**src/rtl/spm_pkg.sv**
```systemverilog
// Package with types and constants of the sample playback mixer.
package spm_pkg;

    localparam int CHANNELS  = 4;
    localparam int PTR_W     = 34;
    localparam int ACC_W     = 21;
    localparam int LEN_W     = 16;
    localparam int STEP_W    = 20;
    localparam int VOL_W     = 7;
    localparam int OVS_W     = 4;
    localparam int PROD_W    = 15;
    localparam int OUT_W     = 15;
    localparam int IN_DATA_W = 120;
    localparam int OUT_DATA_W = 32;

    typedef enum logic [2:0] {
        OP_TICK, OP_WRITE, OP_NOTE, OP_STEP, OP_VOLUME, OP_POSITION
    } op_t;

    typedef enum logic [1:0] {
        MODE_SILENT, MODE_PLAY, MODE_LOOP
    } mode_t;

    typedef enum logic [1:0] {
        EV_ZERO, EV_READ, EV_AGAIN, EV_DIV
    } ev_t;

    typedef enum logic [3:0] {
        ST_IDLE, ST_EVAL, ST_MAC, ST_ACC, ST_DIVP, ST_DIVL_GO, ST_DIVL, ST_DIVR, ST_OUT
    } state_t;

    typedef struct packed {
        logic       clr_acc;
        logic [1:0] ch;
        logic       eval;
        logic       mac;
        logic       acc;
        logic       ptr_wb;
        logic       div_l_start;
        logic       div_r_start;
        logic       store_l;
        logic       store_r;
        logic       out_load;
    } cmd_t;

    typedef struct packed {
        ev_t              ev;
        logic             div_done;
        logic             out_full;
        logic [OVS_W-1:0] n;
    } status_t;

endpackage

```
**src/rtl/spm_ctrl.sv**
```systemverilog
// Controller state machine sequencing channels, sub-steps and final scaling.
module spm_ctrl (
    input  logic             clk,
    input  logic             rst_n,
    input  logic             in_valid,
    input  spm_pkg::op_t     in_op,
    output logic             in_ready,
    output logic             in_accept,
    output spm_pkg::cmd_t    cmd,
    input  spm_pkg::status_t status
);

    spm_pkg::state_t state_reg, state_next;
    logic [1:0]                ch_reg, ch_next;
    logic [spm_pkg::OVS_W-1:0] sub_reg, sub_next;
    spm_pkg::state_t           adv_state;
    logic [1:0]                adv_ch;
    logic [spm_pkg::OVS_W-1:0] adv_sub;

    assign in_ready  = (state_reg == spm_pkg::ST_IDLE);
    assign in_accept = in_valid && in_ready;

    // Move to the next sub-step, channel, or to scaling.
    always_comb
    begin
        adv_state = spm_pkg::ST_EVAL;
        adv_ch    = ch_reg;
        adv_sub   = sub_reg + 1'b1;
        if (adv_sub == status.n)
        begin
            adv_sub = '0;
            if (ch_reg == 2'(spm_pkg::CHANNELS - 1))
                adv_state = spm_pkg::ST_DIVL_GO;
            else
                adv_ch = ch_reg + 1'b1;
        end
    end

    always_comb
    begin
        state_next = state_reg;
        ch_next    = ch_reg;
        sub_next   = sub_reg;
        cmd        = '0;
        cmd.ch     = ch_reg;
        unique case (state_reg)
            spm_pkg::ST_IDLE:
            begin
                if (in_accept && in_op == spm_pkg::OP_TICK)
                begin
                    cmd.clr_acc = 1'b1;
                    ch_next     = '0;
                    sub_next    = '0;
                    state_next  = spm_pkg::ST_EVAL;
                end
            end
            spm_pkg::ST_EVAL:
            begin
                cmd.eval = 1'b1;
                unique case (status.ev)
                    spm_pkg::EV_READ:  state_next = spm_pkg::ST_MAC;
                    spm_pkg::EV_AGAIN: state_next = spm_pkg::ST_EVAL;
                    spm_pkg::EV_DIV:   state_next = spm_pkg::ST_DIVP;
                    default:
                    begin
                        state_next = adv_state;
                        ch_next    = adv_ch;
                        sub_next   = adv_sub;
                    end
                endcase
            end
            spm_pkg::ST_MAC:
            begin
                cmd.mac    = 1'b1;
                state_next = spm_pkg::ST_ACC;
            end
            spm_pkg::ST_ACC:
            begin
                cmd.acc    = 1'b1;
                state_next = adv_state;
                ch_next    = adv_ch;
                sub_next   = adv_sub;
            end
            spm_pkg::ST_DIVP:
            begin
                if (status.div_done)
                begin
                    cmd.ptr_wb = 1'b1;
                    state_next = spm_pkg::ST_EVAL;
                end
            end
            spm_pkg::ST_DIVL_GO:
            begin
                cmd.div_l_start = 1'b1;
                state_next      = spm_pkg::ST_DIVL;
            end
            spm_pkg::ST_DIVL:
            begin
                if (status.div_done)
                begin
                    cmd.store_l     = 1'b1;
                    cmd.div_r_start = 1'b1;
                    state_next      = spm_pkg::ST_DIVR;
                end
            end
            spm_pkg::ST_DIVR:
            begin
                if (status.div_done)
                begin
                    cmd.store_r = 1'b1;
                    state_next  = spm_pkg::ST_OUT;
                end
            end
            spm_pkg::ST_OUT:
            begin
                if (!status.out_full)
                begin
                    cmd.out_load = 1'b1;
                    state_next   = spm_pkg::ST_IDLE;
                end
            end
            default: state_next = spm_pkg::ST_IDLE;
        endcase
    end

    always_ff @(posedge clk or negedge rst_n)
    begin
        if (!rst_n)
        begin
            state_reg <= spm_pkg::ST_IDLE;
            ch_reg    <= '0;
            sub_reg   <= '0;
        end
        else
        begin
            state_reg <= state_next;
            ch_reg    <= ch_next;
            sub_reg   <= sub_next;
        end
    end

endmodule

```
**config.mk**
```make
export PLATFORM = sky130hd
export DESIGN_NAME = spm_ctrl
export DESIGN_NICKNAME = d
export VERILOG_FILES = /design/src/rtl/spm_pkg.sv /design/src/rtl/spm_ctrl.sv
export SDC_FILE = /design/constraint.sdc
export NUM_CORES = 1
export LEC_CHECK = 0
export BUFFER_PORTS_ARGS = -buffer_cell sky130_fd_sc_hd__buf_4
export CAP_MARGIN = 20
export CORE_MARGIN = 4
export CORE_UTILIZATION = 25
export CTS_CLUSTER_DIAMETER = 60
export DETAILED_ROUTE_END_ITERATION = 8
export SLEW_MARGIN = 20
export SYNTH_ARGS = -nofsm -noshare
export SYNTH_HDL_FRONTEND = slang
export SYNTH_SLANG_ARGS = --single-unit
```
**constraint.sdc**
```tcl
create_clock -name clk -period 2.3 [get_ports clk]
set_clock_uncertainty 0.2 [all_clocks]
set_input_delay 0.345 -clock clk [delete_from_list [all_inputs] [get_ports clk]]
set_output_delay 0.345 -clock clk [all_outputs]
set_load 0.05 [all_outputs]
```
==> flow_summary.yaml, run 1 <==
finish:
  final_layout_size_suffix_gt1_frac: 0.376
  fin_nets: 143
  stdcell_area_um2: 1080
  syn_to_final_growth_pct: 46.6
  fillers: 298
  antenna-diode-count: 0
pwr:
  p_leak_uw: 0.000504
  design_power_total_uw: 1440
  switching_share: 0.520
  p_int_uw: 691
  power.switching_uw: 748
  pwr-share-seq: 0.234
  power_frac_comb: 0.683
  power-per-cell-area_nw_per_um2: 1330
  p_clk_frac: 0.083
  peakVddDrop_mv: 0.693
hold_path:
  min_path_type: "input pin to flop"
  holdPathEnd: "state_reg[3]"
  hold_start: "status[4]"
  worst_hold_path.num_cells: 2
global_route:
  grt_util_met3: 0.0396
  grt_util_met2: 0.174
  grt-ovfl-total: 0
  use_met1: 0.141
  grt_max_degree: 13
  grt_pass1_wl_mm: 3.55
  grt_pass1_vias: 790
  antenna_found_initial: 0
  track_usage: 0.108
  grt.busiest_layer: "met2"
synth:
  synth-main-ff-cell: "dfrtp_1"
  syn-instance-count: 91
  synth_seq_cells: 10
  synth_largest_area_cell: "dfrtp_1"
  synth_most_common_cell: "nand2_1"
  synthesis.nets: 107
  yosysTopAreaCellShare: 0.340
  async_reset_ff_frac: 1.00
  yosys.cell_types.count: 31
  synth_area_per_cell_um2: 8.08
  synth_area_um2: 736
  synth_warnings: 0
  yosys-top-cells-count: "nand2_1, dfrtp_1, nor2_1"
  seq_area_frac_synth: 0.340
  synthTopCellsByArea: "dfrtp_1, nand2_1, nor2_1, o21ai_0, o211ai_1"
  synth_edf_count: 0
detailed_routing:
  wl_per_cell_um: 12.9
  drc_errors: 0
  routed_wl_mm: 2.01
  drt_iter0_drc: 24
  dr.pass1.iters: 4
  vias: 788
  vias_per_cell: 5.05
  drtAntennaViolNets: 0
floorplanning:
  die_area_um2: 3870
  die-width_um: 62.2
  die_h_um: 62.2
  initial_core_util: 0.265
  rows: 19
  core_um2: 2780
  io_pins: 28
setup_path:
  worstReg2RegStart: "sub_reg[2]"
  critPathCaptureType: "flop"
  arrival_ns: 2.19
  r2r-end: "state_reg[2]"
  crit_path_max_fanout: 5
  cp-start-kind: "flop"
  rr_worst_depth: 5
  worstSetupStartpoint: "sub_reg[2]"
  path_class: "flop to flop"
  worstPathRequired_ns: 2.29
  r2r_slack_ns: 0.10
sta:
  tightest_slew_ns: 0.407
  finalCritPeriodShare: 0.955
  setup_ws_ns: 0.103
  fmax_ghz: 0.455
  rsz0062_at_grt: "no"
  max_slew_margin: 0.725
  finalHoldViolations: 0
  drv_slew: 0
  setup_viol: 0
  period_minus_slack_ns: 2.20
  tns_ns: 0
placed_design:
  post-place-ws_ns: -0.131
  hpwlAfterDp_mm: 1.58
  portBuffers: 27
  dpl_cell_area_um2: 1040
  gp_congestion: 0.813
cts:
  clock_latency_ns: 0.26
  clockBufferDepth: 2
  cts_made_buffers: 3
  root_buffer: "clkbuf_4"
  clkSinkCount: 10
  cts_tree: "built"
  clk_pin_slew_worst_paths_ns: 0.07
  cts-htree-levels: 1
outcome:
  status: "complete, no violations"
job:
  drv_cap: 0
## logic make-up after synthesis
| kind of cell | synth area share |
|---|---|
| fa+ha+maj | 0.0340 |
| simple gates | 0.298 |
| buf+inv | 0.0510 |
| compound gates | 0.197 |
| xor+xnor | 0.0799 |
| flops | 0.340 |
## how the worst max path moves through the flow
stage | cells past startpoint | to
CTS | 6 | state_reg[2]
finish | 5 | state_reg[2]
detailed placement | 6 | sub_reg[3]
floorplan | 4 | cmd[11]
global route | 4 | cmd[0]
global placement | 6 | ch_reg[0]
## timing repair
item                                   4_1_cts  5_1_grt
buffers inserted                             0        0
endpoints found under the hold margin       10        0
hold buffers                                 1        0
setup endpoints to repair                    0        1
gates resized for setup                      0        1
## critical path, cell delays in order, from the launching register on
cell and delay (ns):
dfrtp_1 0.45, xor3_1 0.39, nor3_2 0.23, nand2_1 0.09, or4b_2 0.61, a21oi_1 0.15
## area by class of cell
type / instances / area [µm²] / area share
Inverter: 3 / 11.3 / 0.0104
Tap cell: 31 / 38.8 / 0.0360
Multi-Input combinational cell: 72 / 475 / 0.441
Sequential cell: 10 / 250 / 0.232
Timing Repair Buffer: 37 / 280 / 0.260
Clock buffer: 3 / 22.5 / 0.0209
## per-layer routing
layer / vias to the layer above / wire (µm)
met5: - / 0
met1: 365 / 957
met2: 26 / 918
met4: 0 / 6
met3: 2 / 126
li1: 395 / -
## per-stage QoR
step | utilization | hold WS [ns] | cells
after floorplan | - | -0.151 | 91
after global placement | 0.374 | -0.0171 | 152
after detailed placement | 0.374 | -0.0172 | 152
after CTS | 0.386 | 0.159 | 156
after global routing | 0.388 | 0.166 | 156
final | 0.388 | 0.170 | 156
## power by group through the flow
stage                     logic [µW]  registers (µW)  clock network, µW
after global routing            1080             352                129
after floorplan                  648             360                  0
after CTS                        983             336                124
after detailed placement         980             337                  0
final                            984             337                119
after global placement           966             336                  0
## cells in the final DEF, fill, tap and decap left out, types with 2 or more instances in the layout
cell	instances
a21oi_1	5
buf_4	36
clkbuf_4	3
dfrtp_1	10
ha_1	2
inv_1	3
nand2_1	13
nand2b_1	3
nand3_1	3
nor2_1	10
nor3_2	3
o211ai_1	4
o21ai_0	6
o311ai_0	2
or3_1	2
xnor2_1	3
(Power assumes the default switching activity.)
==> run 2: changes to the inputs <==
Settings changed: ABC_AREA set to 1, BUFFER_PORTS_ARGS -buffer_cell sky130_fd_sc_hd__buf_4 to -buffer_cell sky130_fd_sc_hd__clkbuf_2.
==> flow_summary.yaml, run 2 <==
sta:
  period_minus_slack_ns: 2.10
  tightest_slew_ns: 0.276
  setup_viol: 0
  drv_slew: 0
  max_slew_margin: 0.815
  tns_ns: 0
  fmax_ghz: 0.477
  finalCritPeriodShare: 0.912
  finalHoldViolations: 0
  rsz0062_at_grt: "no"
floorplanning:
  die_area_um2: 4320
  io_pins: 28
  initial_core_util: 0.266
  die-width_um: 65.7
  core_um2: 3130
  rows: 20
  die_h_um: 65.7
synth:
  synth_area_per_cell_um2: 6.50
  async_reset_ff_frac: 1.00
  synth_edf_count: 0
  synth_seq_cells: 10
  syn-instance-count: 128
  synth_warnings: 0
  synth_area_um2: 832
  synth_largest_area_cell: "dfrtp_1"
  yosys-top-cells-count: "nand2_1, inv_1, nor2_1"
  synthSimpleGateAreaFrac: 0.432
  synth_most_common_cell: "nand2_1"
  synth_xor_area_frac: 0.0105
  synth-main-ff-cell: "dfrtp_1"
  synth.area.mux_share: 0
  synth_compound_area_frac: 0.105
  yosys.cell_types.count: 23
  seq_area_frac_synth: 0.301
  synthAdderAreaFrac: 0.0301
  synthTopCellsByArea: "dfrtp_1, nand2_1, inv_1, nand3_1, nor2_1"
  synth_top_family_by_area: "simple AND/OR/NAND/NOR gates"
  synthesis.nets: 144
  yosysTopAreaCellShare: 0.301
setup_path:
  worstPathRequired_ns: 1.75
  critPathCaptureType: "primary output"
  crit_buf_inv: 3
  crit_chain: "nor2_4 > inv_2 > nor2_4 > inv_1 > nor3_2 > clkbuf_2"
  critPathMaxStageDelay_ns: 0.44
  cp_num_cells: 6
  path_class: "flop to primary output"
  crit_path_max_fanout: 6
  rr_worst_depth: 10
  critPathMostFrequentCell: "nor2_4"
  cp-start-kind: "flop"
  crit_family: "buffers and inverters"
  critical-path-slowest-cell: "dfrtp_1"
  arrival_ns: 1.55
pwr:
  pwr-share-seq: 0.245
  switching_share: 0.565
  p_clk_frac: 0.096
  power-per-cell-area_nw_per_um2: 1130
  p_leak_uw: 0.000570
  p_int_uw: 523
  power_frac_comb: 0.660
  power.switching_uw: 680
  peakVddDrop_mv: 0.629
cts:
  clock_latency_ns: 0.25
  cts_tree: "built"
  cts_made_buffers: 3
  clkSinkCount: 10
  clockBufferDepth: 2
  clk_pin_slew_worst_paths_ns: 0.06
  cts-htree-levels: 1
  cts_setup_buffers: 0
  root_buffer: "clkbuf_4"
global_route:
  grt_pass1_wl_mm: 3.44
  track_usage: 0.101
  antenna_found_initial: 0
  grt-ovfl-total: 0
  grt_pass1_vias: 784
  grt_max_degree: 11
finish:
  final_cell_count_no_fill: 202
  stdcell_area_um2: 1070
  fin_nets: 176
  layout_common_cells: "nand2_1, clkbuf_2, inv_1"
  seq_area_um2: 250
  final_common_cell: "nand2_1"
  fillers: 360
  final_layout_size_suffix_gt1_frac: 0.335
  syn_to_final_growth_pct: 28.4
  antenna-diode-count: 0
  multi_input_area_um2: 502
placed_design:
  placedCellCount: 198
  hpwlAfterDp_mm: 1.60
  gp_congestion: 0.851
  portBuffers: 27
  dpl_cell_area_um2: 1030
detailed_routing:
  wl_per_cell_um: 9.39
  drc_errors: 0
  vias_per_cell: 4.30
  drt_iter0_drc: 62
  vias: 868
  dr.pass1.iters: 4
  drtAntennaViolNets: 0
  routed_wl_mm: 1.90
job:
  drv_cap: 0
hold_path:
  worst_hold_path.num_cells: 2
  min_path_type: "input pin to flop"
outcome:
  status: "complete, no violations"
==> run 2: timing repair <==
item,4_1_cts,5_1_grt
gates resized for setup,0,1
hold buffers,1,0
hold endpoints to repair,10,0
endpoints found under the setup margin,0,1
==> run 2: worst register-to-register path, delay by kind of cell, from the launching register on <==
kind | cells | cell delay [ns]
xor+xnor | 1 | 0.14
fa+ha+maj | 1 | 0.34
flops | 1 | 0.43
simple gates | 8 | 0.71
==> run 2: worst paths after layout <==
kind | start | endpoint | slack [ns]
max in group asynchronous | rst_n | state_reg[2] | 1.39
setup / recovery | state_reg[3] | cmd[11] | 0.20
hold reg to reg | ch_reg[1] | ch_reg[1] | 0.33
setup reg to reg | sub_reg[0] | state_reg[2] | 0.45
hold / removal | status[5] | state_reg[0] | 0.13
min in group asynchronous | rst_n | sub_reg[2] | 0.29
==> run 2: area by class of cell <==
class / instances / share of cell area
well taps: 44 / 0.0515
repair buffers: 28 / 0.136
clock buffers: 3 / 0.0211
inverters: 25 / 0.0878
multi-input cells: 92 / 0.470
flip-flops and latches: 10 / 0.234
==> run 2: metrics by stage <==
step                setup WS [ns]  hold WS (ns)  power (µW)  utilization
finish                      0.203         0.132        1200        0.342
global route               0.0299         0.134        1330        0.342
CTS                         0.119         0.122        1210        0.341
detailed placement          0.403        0.0327        1090        0.330
global placement            0.435        0.0374        1100        0.330
floorplan                 0.00578        -0.151         932            -
==> run 2: power by group through the flow <==
stage,logic (µW),clock network (µW),registers [µW]
after floorplan,611,0,320
after global placement,803,0,296
after detailed placement,793,0,297
after CTS,799,122,294
after global routing,889,134,305
final,793,115,295
==> run 2: layer usage <==
layer	GRT usage	vias up	share of wire
met5	0	-	0
met4	0.0233	0	0.0037
met3	0.0274	2	0.076
met2	0.143	31	0.38
met1	0.149	364	0.54
li1	-	471	-
==> run 2: kinds of logic (layout without fill, tap and decap cells) <==
| family | count (synthesis) | count (layout) |
|---|---|---|
| xor+xnor | 1 | 1 |
| flops | 10 | 10 |
| buf+inv | 26 | 56 |
| simple gates | 76 | 76 |
| fa+ha+maj | 2 | 2 |
| compound gates | 13 | 13 |
